File: src/rtl/hpack_huffman_string_packer_core_macros.svh
// Assertion macros for the HPACK string packer.
// Included by the top level; no other dependencies.
`ifndef HPACK_HUFFMAN_STRING_PACKER_CORE_MACROS_SVH
`define HPACK_HUFFMAN_STRING_PACKER_CORE_MACROS_SVH
// Implication checked on every clock edge outside reset.
`define HP_ASSERT_IMPL(label, clk, rst, ante, cons, msg) \
  label: assert property (@(posedge clk) disable iff (rst) (ante) |-> (cons)) \
    else $error(msg);
// Implication whose consequent is checked in the cycle after the antecedent.
`define HP_ASSERT_NEXT(label, clk, rst, ante, cons, msg) \
  label: assert property (@(posedge clk) disable iff (rst) (ante) |=> (cons)) \
    else $error(msg);
`endif

File: src/rtl/hpack_pkg.sv
// Shared types, constants and the static Huffman code table.
// No dependencies.
`default_nettype none
package hpack_pkg;
  localparam int CodeW = 30;
  localparam int LenW  = 5;
  localparam int QDepth = 4;
  localparam int QPtrW = 2;

  // Classified request between front and back
  typedef struct packed {
    logic [CodeW-1:0] code;
    logic [LenW-1:0]  len;   // code length minus one
    logic             huff;
    logic             last;
  } hp_req_t;

  function automatic logic [34:0] hp_lookup(input logic [7:0] b);
    logic [29:0] c;
    logic [4:0]  l;
    begin
      c = '0; l = '0;
      unique case (b)
        8'd0:   begin c = 30'h1ff8; l = 5'd13; end
        8'd1:   begin c = 30'h7fffd8; l = 5'd23; end
        8'd2:   begin c = 30'hfffffe2; l = 5'd28; end
        8'd3:   begin c = 30'hfffffe3; l = 5'd28; end
        8'd4:   begin c = 30'hfffffe4; l = 5'd28; end
        8'd5:   begin c = 30'hfffffe5; l = 5'd28; end
        8'd6:   begin c = 30'hfffffe6; l = 5'd28; end
        8'd7:   begin c = 30'hfffffe7; l = 5'd28; end
        8'd8:   begin c = 30'hfffffe8; l = 5'd28; end
        8'd9:   begin c = 30'hffffea; l = 5'd24; end
        8'd10:  begin c = 30'h3ffffffc; l = 5'd30; end
        8'd11:  begin c = 30'hfffffe9; l = 5'd28; end
        8'd12:  begin c = 30'hfffffea; l = 5'd28; end
        8'd13:  begin c = 30'h3ffffffd; l = 5'd30; end
        8'd14:  begin c = 30'hfffffeb; l = 5'd28; end
        8'd15:  begin c = 30'hfffffec; l = 5'd28; end
        8'd16:  begin c = 30'hfffffed; l = 5'd28; end
        8'd17:  begin c = 30'hfffffee; l = 5'd28; end
        8'd18:  begin c = 30'hfffffef; l = 5'd28; end
        8'd19:  begin c = 30'hffffff0; l = 5'd28; end
        8'd20:  begin c = 30'hffffff1; l = 5'd28; end
        8'd21:  begin c = 30'hffffff2; l = 5'd28; end
        8'd22:  begin c = 30'h3ffffffe; l = 5'd30; end
        8'd23:  begin c = 30'hffffff3; l = 5'd28; end
        8'd24:  begin c = 30'hffffff4; l = 5'd28; end
        8'd25:  begin c = 30'hffffff5; l = 5'd28; end
        8'd26:  begin c = 30'hffffff6; l = 5'd28; end
        8'd27:  begin c = 30'hffffff7; l = 5'd28; end
        8'd28:  begin c = 30'hffffff8; l = 5'd28; end
        8'd29:  begin c = 30'hffffff9; l = 5'd28; end
        8'd30:  begin c = 30'hffffffa; l = 5'd28; end
        8'd31:  begin c = 30'hffffffb; l = 5'd28; end
        8'd32:  begin c = 30'h14; l = 5'd6; end
        8'd33:  begin c = 30'h3f8; l = 5'd10; end
        8'd34:  begin c = 30'h3f9; l = 5'd10; end
        8'd35:  begin c = 30'hffa; l = 5'd12; end
        8'd36:  begin c = 30'h1ff9; l = 5'd13; end
        8'd37:  begin c = 30'h15; l = 5'd6; end
        8'd38:  begin c = 30'hf8; l = 5'd8; end
        8'd39:  begin c = 30'h7fa; l = 5'd11; end
        8'd40:  begin c = 30'h3fa; l = 5'd10; end
        8'd41:  begin c = 30'h3fb; l = 5'd10; end
        8'd42:  begin c = 30'hf9; l = 5'd8; end
        8'd43:  begin c = 30'h7fb; l = 5'd11; end
        8'd44:  begin c = 30'hfa; l = 5'd8; end
        8'd45:  begin c = 30'h16; l = 5'd6; end
        8'd46:  begin c = 30'h17; l = 5'd6; end
        8'd47:  begin c = 30'h18; l = 5'd6; end
        8'd48:  begin c = 30'h0; l = 5'd5; end
        8'd49:  begin c = 30'h1; l = 5'd5; end
        8'd50:  begin c = 30'h2; l = 5'd5; end
        8'd51:  begin c = 30'h19; l = 5'd6; end
        8'd52:  begin c = 30'h1a; l = 5'd6; end
        8'd53:  begin c = 30'h1b; l = 5'd6; end
        8'd54:  begin c = 30'h1c; l = 5'd6; end
        8'd55:  begin c = 30'h1d; l = 5'd6; end
        8'd56:  begin c = 30'h1e; l = 5'd6; end
        8'd57:  begin c = 30'h1f; l = 5'd6; end
        8'd58:  begin c = 30'h5c; l = 5'd7; end
        8'd59:  begin c = 30'hfb; l = 5'd8; end
        8'd60:  begin c = 30'h7ffc; l = 5'd15; end
        8'd61:  begin c = 30'h20; l = 5'd6; end
        8'd62:  begin c = 30'hffb; l = 5'd12; end
        8'd63:  begin c = 30'h3fc; l = 5'd10; end
        8'd64:  begin c = 30'h1ffa; l = 5'd13; end
        8'd65:  begin c = 30'h21; l = 5'd6; end
        8'd66:  begin c = 30'h5d; l = 5'd7; end
        8'd67:  begin c = 30'h5e; l = 5'd7; end
        8'd68:  begin c = 30'h5f; l = 5'd7; end
        8'd69:  begin c = 30'h60; l = 5'd7; end
        8'd70:  begin c = 30'h61; l = 5'd7; end
        8'd71:  begin c = 30'h62; l = 5'd7; end
        8'd72:  begin c = 30'h63; l = 5'd7; end
        8'd73:  begin c = 30'h64; l = 5'd7; end
        8'd74:  begin c = 30'h65; l = 5'd7; end
        8'd75:  begin c = 30'h66; l = 5'd7; end
        8'd76:  begin c = 30'h67; l = 5'd7; end
        8'd77:  begin c = 30'h68; l = 5'd7; end
        8'd78:  begin c = 30'h69; l = 5'd7; end
        8'd79:  begin c = 30'h6a; l = 5'd7; end
        8'd80:  begin c = 30'h6b; l = 5'd7; end
        8'd81:  begin c = 30'h6c; l = 5'd7; end
        8'd82:  begin c = 30'h6d; l = 5'd7; end
        8'd83:  begin c = 30'h6e; l = 5'd7; end
        8'd84:  begin c = 30'h6f; l = 5'd7; end
        8'd85:  begin c = 30'h70; l = 5'd7; end
        8'd86:  begin c = 30'h71; l = 5'd7; end
        8'd87:  begin c = 30'h72; l = 5'd7; end
        8'd88:  begin c = 30'hfc; l = 5'd8; end
        8'd89:  begin c = 30'h73; l = 5'd7; end
        8'd90:  begin c = 30'hfd; l = 5'd8; end
        8'd91:  begin c = 30'h1ffb; l = 5'd13; end
        8'd92:  begin c = 30'h7fff0; l = 5'd19; end
        8'd93:  begin c = 30'h1ffc; l = 5'd13; end
        8'd94:  begin c = 30'h3ffc; l = 5'd14; end
        8'd95:  begin c = 30'h22; l = 5'd6; end
        8'd96:  begin c = 30'h7ffd; l = 5'd15; end
        8'd97:  begin c = 30'h3; l = 5'd5; end
        8'd98:  begin c = 30'h23; l = 5'd6; end
        8'd99:  begin c = 30'h4; l = 5'd5; end
        8'd100: begin c = 30'h24; l = 5'd6; end
        8'd101: begin c = 30'h5; l = 5'd5; end
        8'd102: begin c = 30'h25; l = 5'd6; end
        8'd103: begin c = 30'h26; l = 5'd6; end
        8'd104: begin c = 30'h27; l = 5'd6; end
        8'd105: begin c = 30'h6; l = 5'd5; end
        8'd106: begin c = 30'h74; l = 5'd7; end
        8'd107: begin c = 30'h75; l = 5'd7; end
        8'd108: begin c = 30'h28; l = 5'd6; end
        8'd109: begin c = 30'h29; l = 5'd6; end
        8'd110: begin c = 30'h2a; l = 5'd6; end
        8'd111: begin c = 30'h7; l = 5'd5; end
        8'd112: begin c = 30'h2b; l = 5'd6; end
        8'd113: begin c = 30'h76; l = 5'd7; end
        8'd114: begin c = 30'h2c; l = 5'd6; end
        8'd115: begin c = 30'h8; l = 5'd5; end
        8'd116: begin c = 30'h9; l = 5'd5; end
        8'd117: begin c = 30'h2d; l = 5'd6; end
        8'd118: begin c = 30'h77; l = 5'd7; end
        8'd119: begin c = 30'h78; l = 5'd7; end
        8'd120: begin c = 30'h79; l = 5'd7; end
        8'd121: begin c = 30'h7a; l = 5'd7; end
        8'd122: begin c = 30'h7b; l = 5'd7; end
        8'd123: begin c = 30'h7ffe; l = 5'd15; end
        8'd124: begin c = 30'h7fc; l = 5'd11; end
        8'd125: begin c = 30'h3ffd; l = 5'd14; end
        8'd126: begin c = 30'h1ffd; l = 5'd13; end
        8'd127: begin c = 30'hffffffc; l = 5'd28; end
        8'd128: begin c = 30'hfffe6; l = 5'd20; end
        8'd129: begin c = 30'h3fffd2; l = 5'd22; end
        8'd130: begin c = 30'hfffe7; l = 5'd20; end
        8'd131: begin c = 30'hfffe8; l = 5'd20; end
        8'd132: begin c = 30'h3fffd3; l = 5'd22; end
        8'd133: begin c = 30'h3fffd4; l = 5'd22; end
        8'd134: begin c = 30'h3fffd5; l = 5'd22; end
        8'd135: begin c = 30'h7fffd9; l = 5'd23; end
        8'd136: begin c = 30'h3fffd6; l = 5'd22; end
        8'd137: begin c = 30'h7fffda; l = 5'd23; end
        8'd138: begin c = 30'h7fffdb; l = 5'd23; end
        8'd139: begin c = 30'h7fffdc; l = 5'd23; end
        8'd140: begin c = 30'h7fffdd; l = 5'd23; end
        8'd141: begin c = 30'h7fffde; l = 5'd23; end
        8'd142: begin c = 30'hffffeb; l = 5'd24; end
        8'd143: begin c = 30'h7fffdf; l = 5'd23; end
        8'd144: begin c = 30'hffffec; l = 5'd24; end
        8'd145: begin c = 30'hffffed; l = 5'd24; end
        8'd146: begin c = 30'h3fffd7; l = 5'd22; end
        8'd147: begin c = 30'h7fffe0; l = 5'd23; end
        8'd148: begin c = 30'hffffee; l = 5'd24; end
        8'd149: begin c = 30'h7fffe1; l = 5'd23; end
        8'd150: begin c = 30'h7fffe2; l = 5'd23; end
        8'd151: begin c = 30'h7fffe3; l = 5'd23; end
        8'd152: begin c = 30'h7fffe4; l = 5'd23; end
        8'd153: begin c = 30'h1fffdc; l = 5'd21; end
        8'd154: begin c = 30'h3fffd8; l = 5'd22; end
        8'd155: begin c = 30'h7fffe5; l = 5'd23; end
        8'd156: begin c = 30'h3fffd9; l = 5'd22; end
        8'd157: begin c = 30'h7fffe6; l = 5'd23; end
        8'd158: begin c = 30'h7fffe7; l = 5'd23; end
        8'd159: begin c = 30'hffffef; l = 5'd24; end
        8'd160: begin c = 30'h3fffda; l = 5'd22; end
        8'd161: begin c = 30'h1fffdd; l = 5'd21; end
        8'd162: begin c = 30'hfffe9; l = 5'd20; end
        8'd163: begin c = 30'h3fffdb; l = 5'd22; end
        8'd164: begin c = 30'h3fffdc; l = 5'd22; end
        8'd165: begin c = 30'h7fffe8; l = 5'd23; end
        8'd166: begin c = 30'h7fffe9; l = 5'd23; end
        8'd167: begin c = 30'h1fffde; l = 5'd21; end
        8'd168: begin c = 30'h7fffea; l = 5'd23; end
        8'd169: begin c = 30'h3fffdd; l = 5'd22; end
        8'd170: begin c = 30'h3fffde; l = 5'd22; end
        8'd171: begin c = 30'hfffff0; l = 5'd24; end
        8'd172: begin c = 30'h1fffdf; l = 5'd21; end
        8'd173: begin c = 30'h3fffdf; l = 5'd22; end
        8'd174: begin c = 30'h7fffeb; l = 5'd23; end
        8'd175: begin c = 30'h7fffec; l = 5'd23; end
        8'd176: begin c = 30'h1fffe0; l = 5'd21; end
        8'd177: begin c = 30'h1fffe1; l = 5'd21; end
        8'd178: begin c = 30'h3fffe0; l = 5'd22; end
        8'd179: begin c = 30'h1fffe2; l = 5'd21; end
        8'd180: begin c = 30'h7fffed; l = 5'd23; end
        8'd181: begin c = 30'h3fffe1; l = 5'd22; end
        8'd182: begin c = 30'h7fffee; l = 5'd23; end
        8'd183: begin c = 30'h7fffef; l = 5'd23; end
        8'd184: begin c = 30'hfffea; l = 5'd20; end
        8'd185: begin c = 30'h3fffe2; l = 5'd22; end
        8'd186: begin c = 30'h3fffe3; l = 5'd22; end
        8'd187: begin c = 30'h3fffe4; l = 5'd22; end
        8'd188: begin c = 30'h7ffff0; l = 5'd23; end
        8'd189: begin c = 30'h3fffe5; l = 5'd22; end
        8'd190: begin c = 30'h3fffe6; l = 5'd22; end
        8'd191: begin c = 30'h7ffff1; l = 5'd23; end
        8'd192: begin c = 30'h3ffffe0; l = 5'd26; end
        8'd193: begin c = 30'h3ffffe1; l = 5'd26; end
        8'd194: begin c = 30'hfffeb; l = 5'd20; end
        8'd195: begin c = 30'h7fff1; l = 5'd19; end
        8'd196: begin c = 30'h3fffe7; l = 5'd22; end
        8'd197: begin c = 30'h7ffff2; l = 5'd23; end
        8'd198: begin c = 30'h3fffe8; l = 5'd22; end
        8'd199: begin c = 30'h1ffffec; l = 5'd25; end
        8'd200: begin c = 30'h3ffffe2; l = 5'd26; end
        8'd201: begin c = 30'h3ffffe3; l = 5'd26; end
        8'd202: begin c = 30'h3ffffe4; l = 5'd26; end
        8'd203: begin c = 30'h7ffffde; l = 5'd27; end
        8'd204: begin c = 30'h7ffffdf; l = 5'd27; end
        8'd205: begin c = 30'h3ffffe5; l = 5'd26; end
        8'd206: begin c = 30'hfffff1; l = 5'd24; end
        8'd207: begin c = 30'h1ffffed; l = 5'd25; end
        8'd208: begin c = 30'h7fff2; l = 5'd19; end
        8'd209: begin c = 30'h1fffe3; l = 5'd21; end
        8'd210: begin c = 30'h3ffffe6; l = 5'd26; end
        8'd211: begin c = 30'h7ffffe0; l = 5'd27; end
        8'd212: begin c = 30'h7ffffe1; l = 5'd27; end
        8'd213: begin c = 30'h3ffffe7; l = 5'd26; end
        8'd214: begin c = 30'h7ffffe2; l = 5'd27; end
        8'd215: begin c = 30'hfffff2; l = 5'd24; end
        8'd216: begin c = 30'h1fffe4; l = 5'd21; end
        8'd217: begin c = 30'h1fffe5; l = 5'd21; end
        8'd218: begin c = 30'h3ffffe8; l = 5'd26; end
        8'd219: begin c = 30'h3ffffe9; l = 5'd26; end
        8'd220: begin c = 30'hffffffd; l = 5'd28; end
        8'd221: begin c = 30'h7ffffe3; l = 5'd27; end
        8'd222: begin c = 30'h7ffffe4; l = 5'd27; end
        8'd223: begin c = 30'h7ffffe5; l = 5'd27; end
        8'd224: begin c = 30'hfffec; l = 5'd20; end
        8'd225: begin c = 30'hfffff3; l = 5'd24; end
        8'd226: begin c = 30'hfffed; l = 5'd20; end
        8'd227: begin c = 30'h1fffe6; l = 5'd21; end
        8'd228: begin c = 30'h3fffe9; l = 5'd22; end
        8'd229: begin c = 30'h1fffe7; l = 5'd21; end
        8'd230: begin c = 30'h1fffe8; l = 5'd21; end
        8'd231: begin c = 30'h7ffff3; l = 5'd23; end
        8'd232: begin c = 30'h3fffea; l = 5'd22; end
        8'd233: begin c = 30'h3fffeb; l = 5'd22; end
        8'd234: begin c = 30'h1ffffee; l = 5'd25; end
        8'd235: begin c = 30'h1ffffef; l = 5'd25; end
        8'd236: begin c = 30'hfffff4; l = 5'd24; end
        8'd237: begin c = 30'hfffff5; l = 5'd24; end
        8'd238: begin c = 30'h3ffffea; l = 5'd26; end
        8'd239: begin c = 30'h7ffff4; l = 5'd23; end
        8'd240: begin c = 30'h3ffffeb; l = 5'd26; end
        8'd241: begin c = 30'h7ffffe6; l = 5'd27; end
        8'd242: begin c = 30'h3ffffec; l = 5'd26; end
        8'd243: begin c = 30'h3ffffed; l = 5'd26; end
        8'd244: begin c = 30'h7ffffe7; l = 5'd27; end
        8'd245: begin c = 30'h7ffffe8; l = 5'd27; end
        8'd246: begin c = 30'h7ffffe9; l = 5'd27; end
        8'd247: begin c = 30'h7ffffea; l = 5'd27; end
        8'd248: begin c = 30'h7ffffeb; l = 5'd27; end
        8'd249: begin c = 30'hffffffe; l = 5'd28; end
        8'd250: begin c = 30'h7ffffec; l = 5'd27; end
        8'd251: begin c = 30'h7ffffed; l = 5'd27; end
        8'd252: begin c = 30'h7ffffee; l = 5'd27; end
        8'd253: begin c = 30'h7ffffef; l = 5'd27; end
        8'd254: begin c = 30'h7fffff0; l = 5'd27; end
        8'd255: begin c = 30'h3ffffee; l = 5'd26; end
        default: begin c = '0; l = 5'd1; end
      endcase
      // store length minus one so 30 fits five bits with room
      hp_lookup = {c, 5'(l - 5'd1)};
    end
  endfunction
endpackage
`default_nettype wire

File: src/rtl/hpack_back.sv
// Back end: packs queued codes into bytes, pads at string end, drives output.
// Depends on hpack_pkg.
`default_nettype none
module hpack_back (
  input  wire logic               clk,
  input  wire logic               rst,
  input  wire logic               q_valid,
  output logic                    q_pop,
  input  wire hpack_pkg::hp_req_t q_head,
  output logic                    out_valid,
  input  wire logic               out_ready,
  output logic [7:0]              out_byte,
  output logic                    out_last
);
  import hpack_pkg::*;

  // bits pending: up to 7 held plus 30 of code
  localparam int AccW = 37;

  logic [AccW-1:0] acc;
  logic [5:0]      cnt;
  logic            fin;
  logic            ovalid;
  logic [7:0]      obyte;
  logic            olast;
  logic            can_emit;
  logic [AccW-1:0] acc_load;
  logic [5:0]      cnt_load;
  logic [7:0]      top_byte;
  logic [7:0]      pad_byte;
  logic [5:0]      sh;
  logic [5:0]      len_full;

  assign out_valid = ovalid;
  assign out_byte  = obyte;
  assign out_last  = olast;
  assign can_emit  = !ovalid || out_ready;

  assign len_full = 6'(q_head.len) + 6'd1;
  assign sh       = (cnt >= 6'd8) ? 6'(cnt - 6'd8) : 6'd0;
  assign top_byte = 8'(acc >> sh);
  assign pad_byte = 8'((acc << (6'd8 - cnt)) | ((AccW'(1) << (6'd8 - cnt)) - 1'b1));

  // Load the next request when fewer than eight bits remain and no finish pending
  always_comb begin
    q_pop    = 1'b0;
    acc_load = acc;
    cnt_load = cnt;
    if (!fin && q_valid && cnt < 6'd8 && can_emit) begin
      if (q_head.huff) begin
        q_pop    = 1'b1;
        acc_load = (acc << len_full) | AccW'(q_head.code);
        cnt_load = cnt + len_full;
      end else if (cnt == 6'd0) begin
        q_pop = 1'b1;
      end
    end
  end

  always_ff @(posedge clk) begin
    if (rst) begin
      cnt    <= '0;
      fin    <= 1'b0;
      ovalid <= 1'b0;
    end else begin
      if (can_emit) begin
        if (cnt >= 6'd8) begin
          // drop one full byte; flag it last if nothing remains and string ends
          obyte  <= top_byte;
          olast  <= fin && (cnt == 6'd8);
          ovalid <= 1'b1;
          cnt    <= cnt - 6'd8;
          if (cnt == 6'd8) fin <= 1'b0;
        end else if (fin && cnt != 6'd0) begin
          // pad tail of string with ones
          obyte  <= pad_byte;
          olast  <= 1'b1;
          ovalid <= 1'b1;
          cnt    <= '0;
          fin    <= 1'b0;
        end else if (q_valid && !q_head.huff && cnt != 6'd0) begin
          // mode switch: pad held bits, not last
          obyte  <= pad_byte;
          olast  <= 1'b0;
          ovalid <= 1'b1;
          cnt    <= '0;
        end else if (q_pop && !q_head.huff) begin
          obyte  <= q_head.code[7:0];
          olast  <= q_head.last;
          ovalid <= 1'b1;
        end else if (q_pop) begin
          acc    <= acc_load;
          cnt    <= cnt_load;
          fin    <= q_head.last;
          ovalid <= 1'b0;
        end else begin
          ovalid <= 1'b0;
        end
      end
    end
  end
endmodule
`default_nettype wire

File: config.mk
export PLATFORM = sky130hd
export DESIGN_NAME = hpack_back
export DESIGN_NICKNAME = d
export VERILOG_FILES = /design/src/rtl/hpack_huffman_string_packer_core_macros.svh /design/src/rtl/hpack_pkg.sv /design/src/rtl/hpack_back.sv
export SDC_FILE = /design/constraint.sdc
export NUM_CORES = 1
export LEC_CHECK = 0
export ABC_AREA = 1
export ABC_CLOCK_PERIOD_IN_PS = 4500
export BUFFER_PORTS_ARGS = -buffer_cell sky130_fd_sc_hd__buf_2
export CORE_MARGIN = 8
export CORE_UTILIZATION = 55
export CTS_CLUSTER_DIAMETER = 150
export DETAILED_ROUTE_END_ITERATION = 10
export GPL_TIMING_DRIVEN = 0
export HOLD_SLACK_MARGIN = 0.1
export PLACE_DENSITY = 0.82
export SYNTH_ARGS = -nofsm -noshare
export SYNTH_HDL_FRONTEND = slang
export SYNTH_SLANG_ARGS = --single-unit
File: constraint.sdc
create_clock -name clk -period 4.5 [get_ports clk]
set_input_delay 0.225 -clock clk [delete_from_list [all_inputs] [get_ports clk]]
set_output_delay 0.225 -clock clk [all_outputs]
set_load 0.05 [all_outputs]
==> qor.csv, run 1 <==
metric,value,unit
Worst Setup End Kind,register,
Die ar.,14760,sq um
# DRC,0,
CP Launch Type,register,
design area,6700,sq um
critical path arrival,3170,ps
Synth Instances,1003,
Antenna Nets Post-Route,0,
die height,121.5,um
Starting Density,56.45,%
Area growth syn-to-layout,9.487,%
status,completed,
"delay-heaviest family, CP",buffers and inverters,
Max-slew headroom,39.83,%
asr flop ratio synth,0,%
commonest register cell after synthesis,edfxtp_1,
number of distinct library cells after synthesis,50,
crit path kind,reg -> reg,
slowest cell on the critical path,buf_1,
Die W,121.5,um
area of the core,10840,sq um
row count,38,
Final Slew Violations,0,
clk sinks,54,
syn nets,1056,
Setup TNS,0,ps
fin worst setup slack,1433,ps
Tcrit/Tclk final,68.16,%
Hold Buf Count CTS,0,
CTS buffer count,5,
antenna cells,0,
"FF+latch count, synth",54,
"EDFF count, synth",46,
Final min period,3067,ps
Max IR drop VDD,0.0004398,V
root buffer cell,clkbuf_8,
Avg Inst Size Synth,6.101,sq um
share of layout cells above drive strength 1,11.74,%
final net count,1117,
hpwl dp,18290,um
Hold Path Stages,2,
CTS resizes,0,
total number of yosys warnings,0,
RSZ-0062 raised after global routing,false,
first-pass GRT wire length,34190,um
clk_lat worst skew,330,ps
Mapped Area,6120,sq um
post-synth top area share,22.57,%
Post-Route WL,22550,um
Final Hold Vio Count,0,
critical path depth,15,
routed vias,7311,
Placed Area,6589,sq um
Detailed Routing Iterations Pass 1,6,
post-place setup slack,1531,ps
largest net degree at the start of global routing,19,
cell type with the largest total area after synthesis,edfxtp_1,
Critical path buffers and inverters,6,
Power Density,508.5,nW/um^2
final setup violation count,0,
initial antenna violation count,0,
Avg Vias per Cell,6.067,
"Seq/Total Area, Yosys",25.19,%
P_leak,3.146,nW
Clock Skew,10.30,ps
number of global-route vias before repair,6465,
DRC marker count from the first detailed-route iteration,1051,
ordered list of cells on the worst path,buf_4 -> inv_1 -> buf_6 -> ha_1 -> clkbuf_1 -> inv_1 -> buf_1 -> nand3_1 -> ha_1 -> nand2_1 -> nor2_1 -> nand3_1 -> nand2_1 -> o21bai_1 -> nand2_1,
Placer Congestion,1.056,
Worst Max-Slew Pin Slew,899.3,ps
IO Port Bufs,51,
ranking of synthesized cells by area,"edfxtp_1 (23%), nand2_1 (19%), o21ai_0 (14%)",
Crit path required time,4600,ps
Clock H-tree levels,2,
GRT overflow,0,
setup repair bufs after CTS,0,
max cap viols,0,
worst-path maximum fanout,10,
# IOs,52,
worst hold-check path type,in -> reg,
Clock transition at path regs,120,ps
Crit path largest cell delay,390,ps
Max clock buf depth,2,
most frequent CP cell,nand2_1,
wire per inst,18.71,um
worst r2r path cells,15,
Fmax,326.0,MHz
CTS tree,done,
GRT Total Usage,29.87,%
cell usage in the layout (no fill, tap or decap), types with 5 or more instances in the layout:
cell type  count
a21oi_1       33
a31oi_1        5
buf_1          7
buf_2         77
buf_6          6
clkbuf_1      12
clkbuf_8       5
dfxtp_1        8
edfxtp_1      46
ha_1          11
inv_1         98
inv_2          7
mux2i_1       11
nand2_1      316
nand2_2        6
nand3_1       67
nand4_1       10
nor2_1        60
nor2_2         7
o211ai_1      12
o21ai_0      171
o21ai_1        8
o21bai_1      13
o221ai_1      11
xor2_1         5
cells in the mapped netlist, types with 3 or more instances:
master,instances
mux2i_1,11
o211ai_1,12
o21bai_1,13
nor2_2,7
dfxtp_1,8
buf_2,26
clkbuf_1,12
a21oi_1,33
o21ai_0,171
nand4_1,10
inv_2,7
or2_2,3
o21a_1,3
a211oi_1,4
o221ai_1,11
buf_1,7
ha_1,11
a211o_1,3
nand2_2,6
nand3_1,67
o22ai_1,4
nor2_1,60
nand2_1,316
a31oi_1,5
edfxtp_1,46
or2_1,3
o21ai_1,8
o2111ai_1,4
xor2_1,5
inv_1,98
buf_4,4
buf_6,3
registers in the layout, indices dropped and copies added, names as in the netlist:
name       cells
out_valid      1
acc           37
out_byte       8
out_last       1
fin            1
cnt            6
power breakdown:
part           internal (W)  switching (W)
registers          0.000672      0.0000597
clock network      0.000147       0.000199
logic              0.000679        0.00165
total               0.00150        0.00191
logic make-up (layout without fill, tap and decap cells):
logic type / Yosys count / in the layout / share of synthesized area [%]
XOR/XNOR: 6 / 6 / 0.8587
adder cells (fa/ha/maj): 12 / 12 / 2.576
buffers and inverters: 160 / 222 / 11.00
AO/OA/AOI/OAI: 279 / 279 / 25.84
AND/OR/NAND/NOR: 481 / 481 / 32.73
multiplexers: 11 / 11 / 1.799
flip-flops: 54 / 54 / 25.19
path summary, 6_finish.rpt:
kind | startpoint | endpoint | slack (ps)
hold reg to reg | fin | fin | 510
setup reg to reg | cnt[0] | out_byte[6] | 1430
setup / recovery | cnt[0] | out_byte[6] | 1430
hold / removal | rst | cnt[1] | 130
worst register-to-register path, cell delays in order, from the launching register on:
cell      delay [ps]
dfxtp_1          350
buf_4            200
inv_1            100
buf_6            150
ha_1             290
clkbuf_1         210
inv_1            230
buf_1            390
nand3_1          130
ha_1             240
nand2_1          110
nor2_1            80
nand3_1           70
nand2_1           50
o21bai_1         160
nand2_1           70
area by class of cell:
class	count	area, sq um
plain buffers	52	265.3
clock buffers	6	93.84
clock inverters	2	17.52
fillers	1082	4140
inverters	108	407.9
multi-input cells	789	3910
flip-flops and latches	54	1541
well taps	140	175.2
repair buffers	54	289.0
metrics by stage:
step | hold WS (ps) | total power, W | instances | utilization [%]
floorplan | 294.1 | 0.002391 | 1003 | -
global placement | 463.5 | 0.002971 | 1194 | 60.42
detailed placement | 483.9 | 0.002995 | 1197 | 60.78
CTS | 128.0 | 0.003334 | 1205 | 61.81
global route | 118.6 | 0.003639 | 1205 | 61.81
finish | 133.4 | 0.003407 | 1205 | 61.81
per-layer routing:
layer | vias to the layer above | part of all wire [%] | global-route usage [%]
met1 | 3252 | 42 | 41.37
li1 | 3492 | - | -
met5 | - | 0 | 0
met3 | 83 | 12 | 6.561
met4 | 0 | 3.8 | 11.33
met2 | 484 | 42 | 44.21
Note: power is estimated with default switching activity, not from simulation.
==> run 2, diff against run 1 <==
--- a/config.mk
+++ b/config.mk
@@ -5,8 +5,8 @@
 export SDC_FILE = /design/constraint.sdc
 export NUM_CORES = 1
 export LEC_CHECK = 0
-export ABC_AREA = 1
-export ABC_CLOCK_PERIOD_IN_PS = 4500
+export ABC_AREA = 0
+export ABC_CLOCK_PERIOD_IN_PS = 2650
 export BUFFER_PORTS_ARGS = -buffer_cell sky130_fd_sc_hd__buf_2
 export CORE_MARGIN = 8
 export CORE_UTILIZATION = 55
==> constraint.sdc (replaced) <==
create_clock -name clk -period 2.65 [get_ports clk]
set_input_delay 0.1325 -clock clk [delete_from_list [all_inputs] [get_ports clk]]
set_output_delay 0.1325 -clock clk [all_outputs]
set_load 0.05 [all_outputs]
==> run 2 against run 1 <==
The run now ends with negative setup slack left. Power grew 140%. Combinational power rose to 2.7 times the previous value. First-iteration DRC count grew 18%. Sequential power rose by 79%. Sequential share of layout area decreased by 4.0 points. Setup slack got worse by 2100 ps. Global-route usage grew 8.4 points. Largest power group unchanged. Largest cell class unchanged.
==> qor.csv, run 2 <==
metric,value,unit,change
Cells after DPL,1011,,-16%
IO Port Bufs,50,,-2.0%
first-pass GRT wire length,46910,um,+37%
"Seq/Total Area, Yosys",22.49,%,-2.7 points
largest net degree at the start of global routing,23,,+4
initial antenna violation count,1,,+1
Fmax,302.1,MHz,-7.3%
# DRC,0,,unchanged
Hold Path Stages,2,,unchanged
Worst Hold End,acc[19],,
hpwl dp,22750,um,+24%
Detailed Routing Iterations Pass 1,6,,unchanged
RSZ-0062 raised after global routing,true,,
Clock H-tree levels,2,,unchanged
Power Density,1013,nW/um^2,+99%
Max clock buf depth,2,,unchanged
Avg Vias per Cell,7.675,,+26%
root buffer cell,clkbuf_16,,
Clock Skew,11.44,ps,+1.142 ps
"commonest non-fill, non-tap cells in the layout","buf_2 (79), mux2i_1 (77), nand2_1 (66)",,
Antenna Nets Post-Route,0,,unchanged
Final Hold Vio Count,0,,unchanged
Area growth syn-to-layout,19.64,%,
DRC marker count from the first detailed-route iteration,1239,,+18%
Die ar.,16290,sq um,+10%
cell type with the largest total area after synthesis,edfxtp_1,,
Final Slew Violations,0,,unchanged
failing checks,negative setup slack,,
post-synth top area share,20.15,%,-2.4 points
wire per inst,30.35,um,+62%
area of the core,12110,sq um,+12%
"FF+latch count, synth",54,,unchanged
max reg flops,37,,unchanged
commonest register cell after synthesis,edfxtp_1,,
share of layout cells above drive strength 1,25.97,%,+14 points
GRT Total Usage,38.30,%,+8.4 points
final std cells w/o fill,1046,,-13%
number of global-route vias before repair,7487,,+16%
worst r2r dst,out_byte[2],,
max cap viols,0,,unchanged
Worst Setup End Kind,register,,
worst r2r src,cnt[0],,
Mapped Area,6854,sq um,+12%
Max-slew headroom,37.97,%,-1.9 points
Crit path largest cell delay,630,ps,+240 ps
Synth Instances,792,,-21%
GRT overflow,0,,unchanged
CTS tree,done,,
"Core Util, Final",67.71,%,+5.9 points
asr flop ratio synth,0,%,unchanged
R2R setup slack,-660,ps,-2090 ps
slowest cell on the critical path,buf_1,,
worst hold-check path type,in -> reg,,
crit path kind,reg -> reg,,
final setup violation count,7,,+7
clk_lat worst skew,320,ps,about the same
"commonest non-fill, non-tap cell in the layout",buf_2,,
Post-synth top cells,"mux2i_1 (79), nand2_1 (67), a21oi_1 (63), nor2_1 (53), edfxtp_1 (46)",,
routed vias,8028,,+9.8%
Crit path required time,2700,ps,-1900 ps
CTS buffer count,5,,unchanged
Starting Density,56.59,%,+0.14 points
ranking of synthesized cells by area,"edfxtp_1 (20%), mux2i_1 (12%), mux4_2 (7.6%)",,
syn nets,845,,-20%
worst hold start,q_head[26],,
critical path arrival,3360,ps,+190 ps
Worst Max-Slew Pin Slew,920.7,ps,+21.36 ps
Post-Route WL,31740,um,+41%
ordered list of cells on the worst path,buf_12 -> buf_4 -> buf_2 -> buf_1 -> or3_4 -> ha_4 -> buf_6 -> inv_6 -> nor4_1 -> nand2_1 -> o211ai_1 -> o311ai_1,,
row count,40,,+5.3%
CP Launch Type,register,,
Die W,127.6,um,+5.1%
worst r2r path cells,12,,-3
largest register by flop count,acc,,
Final min period,3310,ps,+243.0 ps
"EDFF count, synth",46,,unchanged
# IOs,52,,unchanged
worst-path maximum fanout,10,,unchanged
fin worst setup slack,-660.4,ps,-2093 ps
Max IR drop VDD,0.0003948,V,-10%
Avg Inst Size Synth,8.654,sq um,+42%
die height,127.6,um,+5.1%
antenna cells,0,,unchanged
Placer Congestion,1.097,,+3.9%
status,"complete, but fails checks",,
number of distinct library cells after synthesis,90,,+80%
top-count cell post-synth,mux2i_1,,
final net count,930,,-17%
Tcrit/Tclk final,124.9,%,+57 points
clk sinks,54,,unchanged
P_leak,3.121,nW,-0.81%
Clock transition at path regs,90,ps,-30 ps
total number of yosys warnings,0,,unchanged
-- run 2: cell count changes in the layout (fill, tap and decap cells not counted), moves of 14 or more --
cell,before,now
o22ai_1,4,19
nand3_1,67,14
mux2i_1,11,77
inv_1,98,13
o21ai_0,171,32
nor3_1,1,15
a21oi_1,33,61
nand2_1,316,66
mux4_2,0,23
a21o_1,1,19
dlygate4sd3_1,0,14
buf_4,4,23
-- run 2: area by class of cell --
type,instances,area (sq um)
Inverter,20,97.59
Buffer,72,450.4
Tap cell,168,210.2
Timing Repair Buffer,84,598.1
Fill cell,1058,3911
Multi-Input combinational cell,640,5136
Clock inverter,3,26.28
Clock buffer,5,125.1
Sequential cell,54,1556
-- run 2: report_power, final --
group          switching [W]  internal (W)
Combinational        0.00398       0.00227
Clock               0.000377      0.000361
Sequential          0.000166       0.00115
Total                0.00452       0.00378
-- run 2: worst max-delay path by stage --
stage | slack (ps) | startpoint | cells after the start | endpoint
4_1_cts | -740 | cnt[4] | 15 | out_byte[6]
3_5_place_dp | -1180 | cnt[1] | 17 | out_byte[6]
5_1_grt | -650 | cnt[0] | 12 | out_byte[2]
2_1_floorplan | -560 | cnt[0] | 17 | out_byte[6]
3_3_place_gp | -1120 | cnt[1] | 17 | out_byte[6]
6_report | -660 | cnt[0] | 12 | out_byte[2]
-- run 2: logic make-up after synthesis --
kind of cell | count (synthesis) | synth area share [%]
AOI/OAI and AO/OA | 285 | 29.88
and+or+nand+nor | 215 | 15.28
muxes | 116 | 21.50
DFF | 54 | 22.49
adders and majority gates | 12 | 2.300
xor gates and xnor gates | 12 | 1.917
buffers and inverters | 98 | 6.626
-- run 2: what timing repair did --
| item | 4_1_cts | 5_1_grt |
|---|---|---|
| gates cloned | 0 | 1 |
| hold buffers | 14 | 0 |
| gates resized for setup | 39 | 49 |
| buffers inserted | 17 | 1 |
| hold endpoints to repair | 14 | 0 |
| endpoints found under the setup margin | 58 | 20 |
| pin swaps | 15 | 12 |
-- run 2: worst max-delay path, delay by kind of cell (launching register included) --
family | cells | cell delay, ps
AND/OR/NAND/NOR | 3 | 640
adder cells (fa/ha/maj) | 1 | 140
AO/OA/AOI/OAI | 2 | 450
buffers and inverters | 6 | 1400
flip-flops | 1 | 380
-- run 2: through the flow --
stage          hold slack, ps  worst slack, ps  power, W  TNS, ps  area [sq um]
2_1_floorplan           293.7           -564.1  0.005048    -4995          6970
3_3_place_gp            380.8            -1117  0.006605   -41290          7431
3_5_place_dp            384.0            -1175  0.006567   -23420          7446
4_1_cts                 101.3           -738.2  0.007631    -2121          8005
5_1_grt                 102.2           -645.8  0.008573    -2162          8200
6_report                103.1           -660.4  0.008303    -1992          8200
-- run 2: per-layer routing --
| layer | up-vias | share of wire (%) | global-route usage (%) |
|---|---|---|---|
| met5 | - | 0 | 0 |
| met3 | 214 | 13 | 11.23 |
| met1 | 3711 | 35 | 45.58 |
| met2 | 805 | 43 | 58.77 |
| met4 | 0 | 8.4 | 26.15 |
| li1 | 3298 | - | - |
